File: config.mk
export PLATFORM = sky130hd
export DESIGN_NAME = sliding_window_rms_monitor
export DESIGN_NICKNAME = d
export VERILOG_FILES = /design/src/hdl/swrms_pkg.sv /design/src/hdl/swrms_math.sv /design/src/hdl/sliding_window_rms_monitor.sv
export SDC_FILE = /design/constraint.sdc
export NUM_CORES = 2
export LEC_CHECK = 0
export ABC_AREA = 0
export BUFFER_PORTS_ARGS = -buffer_cell sky130_fd_sc_hd__buf_2
export CELL_PAD_IN_SITES_DETAIL_PLACEMENT = 1
export CELL_PAD_IN_SITES_GLOBAL_PLACEMENT = 1
export CORE_ASPECT_RATIO = 1.25
export CORE_MARGIN = 2
export CORE_UTILIZATION = 55
export CTS_BUF_LIST = sky130_fd_sc_hd__clkbuf_16
export CTS_CLUSTER_DIAMETER = 150
export DETAILED_ROUTE_END_ITERATION = 6
export PLACE_DENSITY_LB_ADDON = 0.1
export SLEW_MARGIN = 10
export SYNTH_ARGS = -nofsm -noshare
export SYNTH_HDL_FRONTEND = slang
export SYNTH_HIERARCHICAL = 1
export SYNTH_SLANG_ARGS = --single-unit
File: constraint.sdc
create_clock -name clk -period 22 [get_ports clk]
set_input_delay 4.4 -clock clk [delete_from_list [all_inputs] [get_ports clk]]
set_output_delay 4.4 -clock clk [all_outputs]
set_load 0.02 [all_outputs]
File: src/hdl/swrms_pkg.sv
`timescale 1ns / 1ps

package swrms_pkg;

  // Window length and derived widths
  localparam int WINDOW_LEN = 100;
  localparam int FILL_W     = $clog2(WINDOW_LEN + 1);
  localparam int SLOT_W     = (WINDOW_LEN > 1) ? $clog2(WINDOW_LEN) : 1;

  // Sample, limit and result widths
  localparam int SAMPLE_W = 16;
  localparam int LIMIT_W  = 15;
  localparam int RMS_W    = 16;

  // One square of a 16-bit signed deviation is at most 2^30
  localparam int SQ_W  = 31;
  localparam int SUM_W = $clog2((longint'(WINDOW_LEN) << 30) + 1);

  // Square root: 32-bit radicand, two bits per step
  localparam int ROOT_X_W   = 32;
  localparam int ROOT_STEPS = ROOT_X_W / 2;
  localparam int ROOT_REM_W = RMS_W + 1;

  // Shared subtractor width (covers root trial and divide remainder)
  localparam int SUB_W = (ROOT_REM_W + 2 > FILL_W + 1) ? ROOT_REM_W + 2 : FILL_W + 1;
  localparam int CNT_W = $clog2(SUM_W);

  localparam logic [SAMPLE_W-1:0] ZERO_CODE = SAMPLE_W'(32768);

  // Register map
  localparam int ADDR_W = 4;
  localparam int DATA_W = 32;
  localparam logic [1:0] REG_LOW   = 2'd0;
  localparam logic [1:0] REG_HIGH  = 2'd1;
  localparam logic [1:0] REG_CLAMP = 2'd2;

  localparam logic [LIMIT_W-1:0] LOW_RESET   = LIMIT_W'(6554);
  localparam logic [LIMIT_W-1:0] HIGH_RESET  = LIMIT_W'(9830);
  localparam logic [LIMIT_W-1:0] CLAMP_RESET = LIMIT_W'(16384);

  // Top-level sequencer
  typedef enum logic [2:0] {
    S_IDLE,
    S_SQ_OLD,
    S_SUB_OLD,
    S_SQ_NEW,
    S_ADD_NEW,
    S_START,
    S_MATH,
    S_RESULT
  } seq_state_t;

  // Divide / root unit
  typedef enum logic [1:0] {
    M_IDLE,
    M_DIV,
    M_ROOT,
    M_DONE
  } math_state_t;

  // Handshake between sequencer and divide / root unit
  typedef struct packed {
    logic start;
  } math_req_t;

  typedef struct packed {
    logic busy;
    logic done;
  } math_status_t;

endpackage

File: src/hdl/swrms_math.sv
`timescale 1ns / 1ps

// Mean square and root: restoring divide of the sum by the fill count, then a
// digit-by-digit square root. Both run on one shared subtractor.
module swrms_math (
  input  logic                            clk,
  input  logic                            rst,
  input  swrms_pkg::math_req_t            req,
  input  logic [swrms_pkg::SUM_W-1:0]     sum,
  input  logic [swrms_pkg::FILL_W-1:0]    fill,
  output swrms_pkg::math_status_t         status,
  output logic [swrms_pkg::RMS_W-1:0]     rms
);

  swrms_pkg::math_state_t state, state_next;

  logic [swrms_pkg::CNT_W-1:0]      cnt;
  logic [swrms_pkg::SUM_W-1:0]      num;
  logic [swrms_pkg::FILL_W-1:0]     div_rem;
  logic [swrms_pkg::FILL_W-1:0]     divisor;
  logic [swrms_pkg::ROOT_X_W-1:0]   x;
  logic [swrms_pkg::ROOT_REM_W-1:0] root_rem;
  logic [swrms_pkg::RMS_W-1:0]      root;

  logic [swrms_pkg::FILL_W:0]       div_sh;
  logic [swrms_pkg::SUB_W-1:0]      root_sh;
  logic [swrms_pkg::SUB_W-1:0]      root_trial;
  logic [swrms_pkg::SUB_W-1:0]      sub_a;
  logic [swrms_pkg::SUB_W-1:0]      sub_b;
  logic [swrms_pkg::SUB_W:0]        sub_diff;
  logic                             sub_ge;

  // Operand forming for both algorithms
  assign div_sh     = {div_rem, num[swrms_pkg::SUM_W-1]};
  assign root_sh    = {root_rem, x[swrms_pkg::ROOT_X_W-1 -: 2]};
  assign root_trial = swrms_pkg::SUB_W'({root, 2'b01});

  // Shared subtract / compare unit
  always_comb begin
    if (state == swrms_pkg::M_ROOT) begin
      sub_a = root_sh;
      sub_b = root_trial;
    end else begin
      sub_a = swrms_pkg::SUB_W'(div_sh);
      sub_b = swrms_pkg::SUB_W'(divisor);
    end
  end

  assign sub_diff = {1'b0, sub_a} - {1'b0, sub_b};
  assign sub_ge   = ~sub_diff[swrms_pkg::SUB_W];

  // State register
  always_ff @(posedge clk) begin
    if (rst) begin
      state <= swrms_pkg::M_IDLE;
    end else begin
      state <= state_next;
    end
  end

  // Next state
  always_comb begin
    state_next = state;
    case (state)
      swrms_pkg::M_IDLE: begin
        if (req.start) state_next = swrms_pkg::M_DIV;
      end
      swrms_pkg::M_DIV: begin
        if (cnt == '0) state_next = swrms_pkg::M_ROOT;
      end
      swrms_pkg::M_ROOT: begin
        if (cnt == '0) state_next = swrms_pkg::M_DONE;
      end
      swrms_pkg::M_DONE: begin
        state_next = swrms_pkg::M_IDLE;
      end
      default: state_next = swrms_pkg::M_IDLE;
    endcase
  end

  assign status.busy = (state != swrms_pkg::M_IDLE);
  assign status.done = (state == swrms_pkg::M_DONE);
  assign rms         = root;

  // Datapath: one quotient bit or one root bit per cycle
  always_ff @(posedge clk) begin
    case (state)
      swrms_pkg::M_IDLE: begin
        if (req.start) begin
          num     <= sum;
          divisor <= fill;
          div_rem <= '0;
          cnt     <= swrms_pkg::CNT_W'(swrms_pkg::SUM_W - 1);
        end
      end
      swrms_pkg::M_DIV: begin
        div_rem <= sub_ge ? sub_diff[swrms_pkg::FILL_W-1:0] : div_sh[swrms_pkg::FILL_W-1:0];
        num     <= {num[swrms_pkg::SUM_W-2:0], sub_ge};
        if (cnt == '0) begin
          // quotient never exceeds the largest single square
          x        <= swrms_pkg::ROOT_X_W'({num[swrms_pkg::SQ_W-2:0], sub_ge});
          root_rem <= '0;
          root     <= '0;
          cnt      <= swrms_pkg::CNT_W'(swrms_pkg::ROOT_STEPS - 1);
        end else begin
          cnt <= cnt - 1'b1;
        end
      end
      swrms_pkg::M_ROOT: begin
        root_rem <= sub_ge ? sub_diff[swrms_pkg::ROOT_REM_W-1:0]
                           : root_sh[swrms_pkg::ROOT_REM_W-1:0];
        root     <= {root[swrms_pkg::RMS_W-2:0], sub_ge};
        x        <= {x[swrms_pkg::ROOT_X_W-3:0], 2'b00};
        cnt      <= cnt - 1'b1;
      end
      default: begin
      end
    endcase
  end

endmodule

File: src/hdl/sliding_window_rms_monitor.sv
`timescale 1ns / 1ps

// Sliding-window true-RMS monitor. Each input word is a 16-bit offset-binary
// sample (32768 = 0 V, about 3276.8 codes per volt). The last WINDOW_LEN
// deviations sit in an on-chip RAM with a running sum of their squares; the
// mean square (sum / fill count) and its integer root give the RMS in codes,
// checked against the low and high limits and reported clamped plus 32768.
// After a word is accepted the sequencer reads the oldest entry, squares it and
// the new deviation on one multiplier, updates the sum and starts the math: a
// restoring divide over SUM_W quotient bits, a 16-bit square root and a done
// state on one shared subtractor, then the result state. in_ready is high only
// while the sequencer is idle, so a new word is not taken until the last one's
// result has gone to the output register; a finished word waits in the output
// register and a stalled output holds the sequencer in its result state. The user
// must write limits through the APB port only while no word is in flight; the block does not enforce it.
module sliding_window_rms_monitor (
  input  logic                                clk,
  input  logic                                rst,
  // APB configuration
  input  logic                                psel,
  input  logic                                penable,
  input  logic                                pwrite,
  input  logic [swrms_pkg::ADDR_W-1:0]        paddr,
  input  logic [swrms_pkg::DATA_W-1:0]        pwdata,
  output logic [swrms_pkg::DATA_W-1:0]        prdata,
  output logic                                pready,
  // sample channel
  input  logic                                in_valid,
  output logic                                in_ready,
  input  logic [swrms_pkg::SAMPLE_W-1:0]      sample_code,
  // result channel
  output logic                                out_valid,
  input  logic                                out_ready,
  output logic [swrms_pkg::SAMPLE_W-1:0]      level_code,
  output logic                                under_limit,
  output logic                                over_limit,
  output logic                                alarm_start,
  output logic [swrms_pkg::LIMIT_W-1:0]       deviation_code,
  output logic [swrms_pkg::FILL_W-1:0]        window_fill
);

  swrms_pkg::seq_state_t state, state_next;

  logic [swrms_pkg::LIMIT_W-1:0] low_limit;
  logic [swrms_pkg::LIMIT_W-1:0] high_limit;
  logic [swrms_pkg::LIMIT_W-1:0] clamp_limit;

  logic signed [swrms_pkg::SAMPLE_W-1:0] mem [swrms_pkg::WINDOW_LEN];
  logic signed [swrms_pkg::SAMPLE_W-1:0] mem_rdata;

  logic signed [swrms_pkg::SAMPLE_W-1:0] dev;
  logic [swrms_pkg::FILL_W-1:0]          fill_count;
  logic [swrms_pkg::SLOT_W-1:0]          write_slot;
  logic [swrms_pkg::SUM_W-1:0]           square_sum;
  logic [swrms_pkg::SQ_W-1:0]            sq;
  logic                                  out_of_range_seen;
  logic                                  full;

  logic signed [swrms_pkg::SAMPLE_W-1:0]   mul_op;
  logic signed [2*swrms_pkg::SAMPLE_W-1:0] product;

  swrms_pkg::math_req_t          math_req;
  swrms_pkg::math_status_t       math_status;
  logic [swrms_pkg::RMS_W-1:0]   rms;

  logic                          in_acc;
  logic                          load_out;
  logic                          res_under;
  logic                          res_over;
  logic [swrms_pkg::RMS_W:0]     res_gap;
  logic [swrms_pkg::LIMIT_W-1:0] res_dev;
  logic [swrms_pkg::RMS_W-1:0]   res_shown;
  logic [1:0]                    reg_idx;

  // APB register file
  assign pready  = 1'b1;
  assign reg_idx = paddr[3:2];

  always_ff @(posedge clk) begin
    if (rst) begin
      low_limit   <= swrms_pkg::LOW_RESET;
      high_limit  <= swrms_pkg::HIGH_RESET;
      clamp_limit <= swrms_pkg::CLAMP_RESET;
    end else if (psel && penable && pwrite) begin
      case (reg_idx)
        swrms_pkg::REG_LOW:   low_limit   <= pwdata[swrms_pkg::LIMIT_W-1:0];
        swrms_pkg::REG_HIGH:  high_limit  <= pwdata[swrms_pkg::LIMIT_W-1:0];
        swrms_pkg::REG_CLAMP: clamp_limit <= pwdata[swrms_pkg::LIMIT_W-1:0];
        default: begin
        end
      endcase
    end
  end

  always_comb begin
    case (reg_idx)
      swrms_pkg::REG_LOW:   prdata = swrms_pkg::DATA_W'(low_limit);
      swrms_pkg::REG_HIGH:  prdata = swrms_pkg::DATA_W'(high_limit);
      swrms_pkg::REG_CLAMP: prdata = swrms_pkg::DATA_W'(clamp_limit);
      default:              prdata = '0;
    endcase
  end

  // Handshakes
  assign in_ready = (state == swrms_pkg::S_IDLE);
  assign in_acc   = in_valid && in_ready;
  assign load_out = (state == swrms_pkg::S_RESULT) && (!out_valid || out_ready);
  assign full     = (fill_count == swrms_pkg::FILL_W'(swrms_pkg::WINDOW_LEN));

  // Sequencer
  always_ff @(posedge clk) begin
    if (rst) begin
      state <= swrms_pkg::S_IDLE;
    end else begin
      state <= state_next;
    end
  end

  always_comb begin
    state_next     = state;
    math_req.start = 1'b0;
    case (state)
      swrms_pkg::S_IDLE: begin
        if (in_acc) state_next = swrms_pkg::S_SQ_OLD;
      end
      swrms_pkg::S_SQ_OLD:  state_next = swrms_pkg::S_SUB_OLD;
      swrms_pkg::S_SUB_OLD: state_next = swrms_pkg::S_SQ_NEW;
      swrms_pkg::S_SQ_NEW:  state_next = swrms_pkg::S_ADD_NEW;
      swrms_pkg::S_ADD_NEW: state_next = swrms_pkg::S_START;
      swrms_pkg::S_START: begin
        math_req.start = 1'b1;
        state_next     = swrms_pkg::S_MATH;
      end
      swrms_pkg::S_MATH: begin
        if (math_status.done) state_next = swrms_pkg::S_RESULT;
      end
      swrms_pkg::S_RESULT: begin
        if (!out_valid || out_ready) state_next = swrms_pkg::S_IDLE;
      end
      default: state_next = swrms_pkg::S_IDLE;
    endcase
  end

  // Window RAM, registered read at the current slot
  always_ff @(posedge clk) begin
    mem_rdata <= mem[write_slot];
    if (state == swrms_pkg::S_SQ_NEW) begin
      mem[write_slot] <= dev;
    end
  end

  // Shared squarer
  assign mul_op  = (state == swrms_pkg::S_SQ_OLD) ? mem_rdata : dev;
  assign product = mul_op * mul_op;

  always_ff @(posedge clk) begin
    if (in_acc) begin
      dev <= $signed(sample_code ^ swrms_pkg::ZERO_CODE);
    end
    if (state == swrms_pkg::S_SQ_OLD || state == swrms_pkg::S_SQ_NEW) begin
      sq <= product[swrms_pkg::SQ_W-1:0];
    end
  end

  // Running sum, fill count and slot
  always_ff @(posedge clk) begin
    if (rst) begin
      square_sum <= '0;
      fill_count <= '0;
      write_slot <= '0;
    end else begin
      case (state)
        swrms_pkg::S_SUB_OLD: begin
          if (full) square_sum <= square_sum - swrms_pkg::SUM_W'(sq);
        end
        swrms_pkg::S_ADD_NEW: begin
          square_sum <= square_sum + swrms_pkg::SUM_W'(sq);
          if (!full) fill_count <= fill_count + 1'b1;
          if (write_slot == swrms_pkg::SLOT_W'(swrms_pkg::WINDOW_LEN - 1)) begin
            write_slot <= '0;
          end else begin
            write_slot <= write_slot + 1'b1;
          end
        end
        default: begin
        end
      endcase
    end
  end

  swrms_math u_math (
    .clk    (clk),
    .rst    (rst),
    .req    (math_req),
    .sum    (square_sum),
    .fill   (fill_count),
    .status (math_status),
    .rms    (rms)
  );

  // Limit check, distance and clamp
  always_comb begin
    res_under = rms < swrms_pkg::RMS_W'(low_limit);
    res_over  = !res_under && (rms > swrms_pkg::RMS_W'(high_limit));
    if (res_under) begin
      res_gap = (swrms_pkg::RMS_W + 1)'(low_limit) - (swrms_pkg::RMS_W + 1)'(rms);
    end else if (res_over) begin
      res_gap = (swrms_pkg::RMS_W + 1)'(rms) - (swrms_pkg::RMS_W + 1)'(high_limit);
    end else begin
      res_gap = '0;
    end
    if (res_gap[swrms_pkg::RMS_W:swrms_pkg::LIMIT_W] != '0) begin
      res_dev = '1;
    end else begin
      res_dev = res_gap[swrms_pkg::LIMIT_W-1:0];
    end
    res_shown = (rms < swrms_pkg::RMS_W'(clamp_limit)) ? rms : swrms_pkg::RMS_W'(clamp_limit);
  end

  // Output register
  always_ff @(posedge clk) begin
    if (rst) begin
      out_valid         <= 1'b0;
      out_of_range_seen <= 1'b0;
    end else if (load_out) begin
      out_valid         <= 1'b1;
      out_of_range_seen <= res_under || res_over;
    end else if (out_ready) begin
      out_valid <= 1'b0;
    end
  end

  always_ff @(posedge clk) begin
    if (load_out) begin
      level_code     <= swrms_pkg::SAMPLE_W'(res_shown + swrms_pkg::RMS_W'(swrms_pkg::ZERO_CODE));
      under_limit    <= res_under;
      over_limit     <= res_over;
      alarm_start    <= (res_under || res_over) && !out_of_range_seen;
      deviation_code <= res_dev;
      window_fill    <= fill_count;
    end
  end

`ifndef SYNTHESIS
  a_fill_bound: assert property (@(posedge clk) disable iff (rst)
    fill_count <= swrms_pkg::FILL_W'(swrms_pkg::WINDOW_LEN))
    else $error("fill count beyond window length");

  a_slot_bound: assert property (@(posedge clk) disable iff (rst)
    write_slot <= swrms_pkg::SLOT_W'(swrms_pkg::WINDOW_LEN - 1))
    else $error("write slot beyond window");

  a_one_word: assert property (@(posedge clk) disable iff (rst)
    in_acc |=> !in_ready)
    else $error("second word taken while busy");

  a_math_idle: assert property (@(posedge clk) disable iff (rst)
    in_ready |-> !math_status.busy)
    else $error("divide/root unit busy while idle");

  a_out_fill: assert property (@(posedge clk) disable iff (rst)
    out_valid |-> (window_fill != '0) && level_code[swrms_pkg::SAMPLE_W-1])
    else $error("result with empty window or level below zero code");
`endif

endmodule

=== Yosys cells after proc, flatten, opt, wreduce, memory -nomap -nowiden ===
Memory sizes are Yosys's and may differ from the RTL's. A register that Yosys moved wholly into a read port is not among the register bits.
Index checks and enable logic that the tools add are counted.

* ROM bits: 0
* Register bits: 313
* Output and inout bits: 76
* Latch bits: 0
* Input bits: 59
* Bits in writable memories: 1600
* Word-level logic and storage cells: 134
* Memories kept: 1

{| class="wikitable"
|+ Memories
! name !! depth !! width !! rd ports !! clocked after memory_dff !! wr ports !! RTL line !! text
|-
| mem || 100 || 16 || 1 || 1 || 1 || sliding_window_rms_monitor.sv:48 || <nowiki>logic signed [swrms_pkg::SAMPLE_W-1:0] mem [swrms_pkg::WINDOW_LEN];</nowiki>
|}

* Divide/modulo/power cells: 0
* Reduce and logical (&&, ||, !) cells: 33
* $lt $le $gt $ge: 3
* Muxes and demuxes: 38
* Add/sub/neg operators: 9
* Shift-type cells: 0
* Equal/unequal tests: 21
* Bitwise gates (word level): 3
* $mul: 1

{| class="wikitable"
|+ Operators with widths
! cell !! number
|-
| $pmux 37 s2 || 2
|-
| $mux 37 || 2
|-
| $mux 17 || 4
|-
| $pmux 32 s2 || 1
|-
| $mux 16 || 3
|-
| $pmux 15 s3 || 1
|-
| $add 37x31->37 || 1
|-
| $sub 37x31->37 || 1
|-
| $pmux 17 s2 || 1
|-
| $lt 16x15->1 || 2
|-
| $mux 32 || 1
|-
| $pmux 16 s2 || 1
|-
| $mul 16x16->31 || 1
|-
| $pmux 3 s8 || 1
|-
| $mux 7 || 3
|-
| $sub 19x18->20 || 1
|-
| $mux 19 || 1
|-
| $mux 18 || 1
|-
| $pmux 6 s3 || 1
|-
| $reduce_and 2->1 || 9
|-
| $sub 15x16->17 || 1
|-
| $sub 16x15->17 || 1
|-
| $add 16x16->16 const B || 1
|-
| $gt 16x15->1 || 1
|-
| other kinds (26) || 66
|}

=== Depth between registers and ports, before layout ===
* Word-level depth: 6
* Depth in mapped cells: 29
* Gate-level depth less buffers: 28

=== By module ===
Netlist, hierarchy kept.

{| class="wikitable"
|+ Modules (own cells, without submodules)
! module !! cells each !! instances !! area an instance (um^2) !! seq. area each (um^2)
|-
| sliding_window_rms_monitor || 5349 || 1 || 78811.8 || 53000.8
|-
| swrms_math || 493 || 1 || 6510.0 || 3703.6
|}

=== Worst setup path before layout ===
No wires, ideal clock.

* Path type: input-to-output
* Start: input paddr[2] (netlist bit)
* End: output prdata[10] (netlist bit)
* Path slack: 11743 ps
* Stages on the path: 4
* Data required time: 17600 ps
* Buffers on the path: 2
* Data arrival time: 5857 ps
* Cells stage by stage: clkbuf_1 -> buf_1 -> mux2i_1 -> o21ai_0

* Word-level cells in the longest chain between the ends: 2
* Elaborated cells between the ends (all ways): 4
* Those cells by class: eq/ne: 2; mux: 1; reduce/logical: 1

{| class="wikitable"
|+ RTL lines
! what !! RTL line !! text
|-
| from (decl) || sliding_window_rms_monitor.sv:23 || <nowiki>input logic [swrms_pkg::ADDR_W-1:0] paddr,</nowiki>
|-
| $eq 2x2->1 (tied with other cells) || sliding_window_rms_monitor.sv:96 || <nowiki>case (reg_idx)</nowiki>
|-
| $pmux 15 s3 * || sliding_window_rms_monitor.sv:96 ||
|-
| to (decl) || sliding_window_rms_monitor.sv:25 || <nowiki>output logic [swrms_pkg::DATA_W-1:0] prdata,</nowiki>
|}

Mark *: on every way between the ends. The rest lies on a longest branch, timed or not.

=== Final worst setup path ===
* Start: input paddr[2] (netlist bit)
* End: output prdata[14] (netlist bit)

The elaborated chain is that of the path after synthesis.

==> run_results.csv <==
group,metric,value,unit
status,outcome,"completed",
clock_tree,clk_latency,0.85,ns
final_layout,final_common_cell,"edfxtp_1",
clock_tree,clock_path_buffers,3,
die,start_util,0.554,
die,fp.coreArea,154000,um^2
clock_tree,cts_root_buffer,"clkbuf_16",
final_layout,nFillCells,14211,
clock_tree,cts_tree,"built",
timing,setup_tns,0,ns
detailed_routing,wl_per_cell,30.7,um
final_layout,drive_gt1_frac,0.120,
place,place_hpwl,157000,um
job,drv_cap,0,
die,die_y,444,um
place,port_buffers,97,
die,die_w,356,um
synth,syn_area,85300,um^2
setup_path,path_class,"in2out",
timing,rsz0062_at_grt,"false",
timing,fin_crit_sh,0.468,
setup_path,crit_family,"buffers and inverters",
min_path,hold_class,"reg2reg",
synth,synth_edf_count,1809,
global_route,grt_pass1_vias,57377,
die,io_pins,135,
clock_tree,clock-sinks,1928,
setup_path,crit_path_end_kind,"output port",
detailed_routing,finalWirelength,252000,um
global_route,antenna_found_initial,9,
detailed_routing,drtAntennaViolNets,0,
synth,avgSynthCellArea,14.6,um^2
setup_path,cpMostUsedCell,"buf_2",
global_route,grt_max_degree,104,
final_layout,synthToLayoutAreaGrowth,11.1,%
timing,fmax,97.2,MHz
setup_path,cp_slowest_cell,"nor2b_1",
detailed_routing,drtIter0Drc,5240,
synth,synth-main-ff-cell,"edfxtp_1",
final_layout,final_cell_mix,"edfxtp_1, a22oi_1, inv_1, nand2_1, nor2_1",
detailed_routing,vias_per_cell,6.50,
setup_path,worstPathArrival,5.89,ns
setup_path,path_cells,"buf_2 > nor2b_1 > buf_4 > nand2_1 > o21ai_0 > buf_2",
global_route,grt-ovfl-total,0,
timing,setup_viol,0,
detailed_routing,drc,0,
synth,syn_inst,5842,
clock_tree,cts_made_buffers,182,
timing,worst_slew_pin_slew,1.29,ns
timing,finalMaxSlewViolations,0,
synth,ys_ff_latch,1928,
clock_tree,cts_setup_buffers,0,
setup_path,cp_num_buf_inv,3,
clock_tree,cts.hold.buffers_added,0,
synth,async_flop_share,0,
final_layout,layout.nets,6508,
setup_path,cp_max_fo,21,
timing,slew_headroom,0.130,
synth,yosysSeqAreaShare,0.665,
detailed_routing,firstDrtPassIters,6,
detailed_routing,vias,53338,
die,dieArea,158000,um^2
setup_path,crit_path_max_incr_delay,0.45,ns
clock_tree,htreeDepth,4,
place,gp_congestion,0.864,
clock_tree,cts.clk_slew.worst_paths,0.06,ns
global_route,grt_pass1_wl,372000,um
global_route,grt_usage,0.320,
timing,clock_skew,0.0427,ns
clock_tree,cts_resized,0,
timing,hold_viol_final,0,
timing,period_needed,10.29,ns
die,rows,161,
synth,yosys_warnings,6,
synth,yosysUniqueCellTypes,104,
setup_path,start_kind,"input pin",
setup_path,worstPathRequired,17.60,ns
## area by class of cell
type                       count  area, um^2  area share
clock inverter               145        1330      0.0140
inverter                     414        1550      0.0164
clock buffer                 187        4680      0.0494
timing repair buffer         310        2180      0.0230
tap                         2037        2550      0.0269
sequential                  1928       56700       0.598
multi-input combinational   3186       25800       0.272
antenna                        5        12.5    0.000132
## tightest hold or removal path, stage by stage (launching register included)
cell and delay [ns]:
dfxtp_1 0.32, nand2_1 0.06, a21oi_1 0.05
## sequential cells by signal, summed over array words and instances (netlist names), 17 cells and up
register	count
u_math/x	32
sq	30
mem	1600
square_sum	37
u_math/num	37
u_math/root_rem	17
## path summary, 6_finish.rpt
check                                    from            end  slack [ns]  depth (start not counted)
worst max-delay path                 paddr[2]     prdata[14]       11.71                          6
worst min register to register  square_sum[5]  square_sum[5]        0.48                          2
worst max register to register       state[1]         sq[27]       13.79                         24
worst min-delay path            square_sum[5]  square_sum[5]        0.48                          2
## through the flow
step / std cells / cell area [um^2] / utilization / hold slack, ns / setup WS [ns]
final: 8212 / 94800 / 0.615 / 0.477 / 11.71
after global routing: 8208 / 94800 / 0.615 / 0.509 / 11.63
after CTS: 8207 / 94800 / 0.615 / 0.478 / 11.74
after detailed placement: 7875 / 88800 / 0.576 / 0.470 / 11.74
after global placement: 7875 / 88800 / 0.576 / 0.458 / 11.73
after floorplan: 5859 / 85400 / - / 0.447 / 11.74
## per-layer routing
layer / up-vias / track usage / wire length [um]
li1: 22777 / - / -
met1: 27662 / 0.387 / 93400
met2: 2239 / 0.548 / 128000
met3: 652 / 0.0520 / 16500
met4: 8 / 0.173 / 14800
met5: - / 0 / 55
## cell usage after synthesis, types with 9 or more instances
library cell	instances	area [um^2]
o21bai_1	12	90.1
a221o_1	12	120
a22o_1	152	1330
a21boi_0	12	90.1
nor2b_1	22	138
nor3_1	45	225
a21o_1	61	458
nand3b_1	9	67.6
nand4_1	96	601
dfxtp_1	119	2380
and3_1	21	131
nand2b_1	21	131
inv_1	408	1530
buf_2	112	561
nor4_1	18	113
clkbuf_1	136	510
fa_1	232	4640
mux2i_1	54	541
ha_1	195	2440
a211oi_1	15	113
mux2_2	80	901
buf_4	23	173
edfxtp_1	1809	54300
a221oi_1	154	1350
a2111oi_0	9	78.8
o31ai_1	10	75.1
buf_1	52	195
a22oi_1	478	3590
nand2_1	339	1270
o21a_1	15	113
o21ai_0	119	596
nand3_1	52	260
nor2_1	261	980
and2_1	36	225
a31oi_1	122	763
xnor2_1	98	858
xor2_1	45	394
or3_1	12	75.1
o211ai_1	38	285
a21oi_1	170	851
mux4_2	17	383
a211o_1	9	78.8
or2_2	10	62.6
## kinds of logic after synthesis
| kind of cell | synth area share |
|---|---|
| flops | 0.665 |
| xor+xnor | 0.0147 |
| simple gates | 0.0547 |
| fa+ha+maj | 0.0830 |
| other cells | 0.0000880 |
| compound gates | 0.125 |
| buf+inv | 0.0360 |
| mux | 0.0215 |
Power is left out: the tool's default activity adds up to more than one toggle a clock period on the data nets, which glitch-free logic cannot reach.
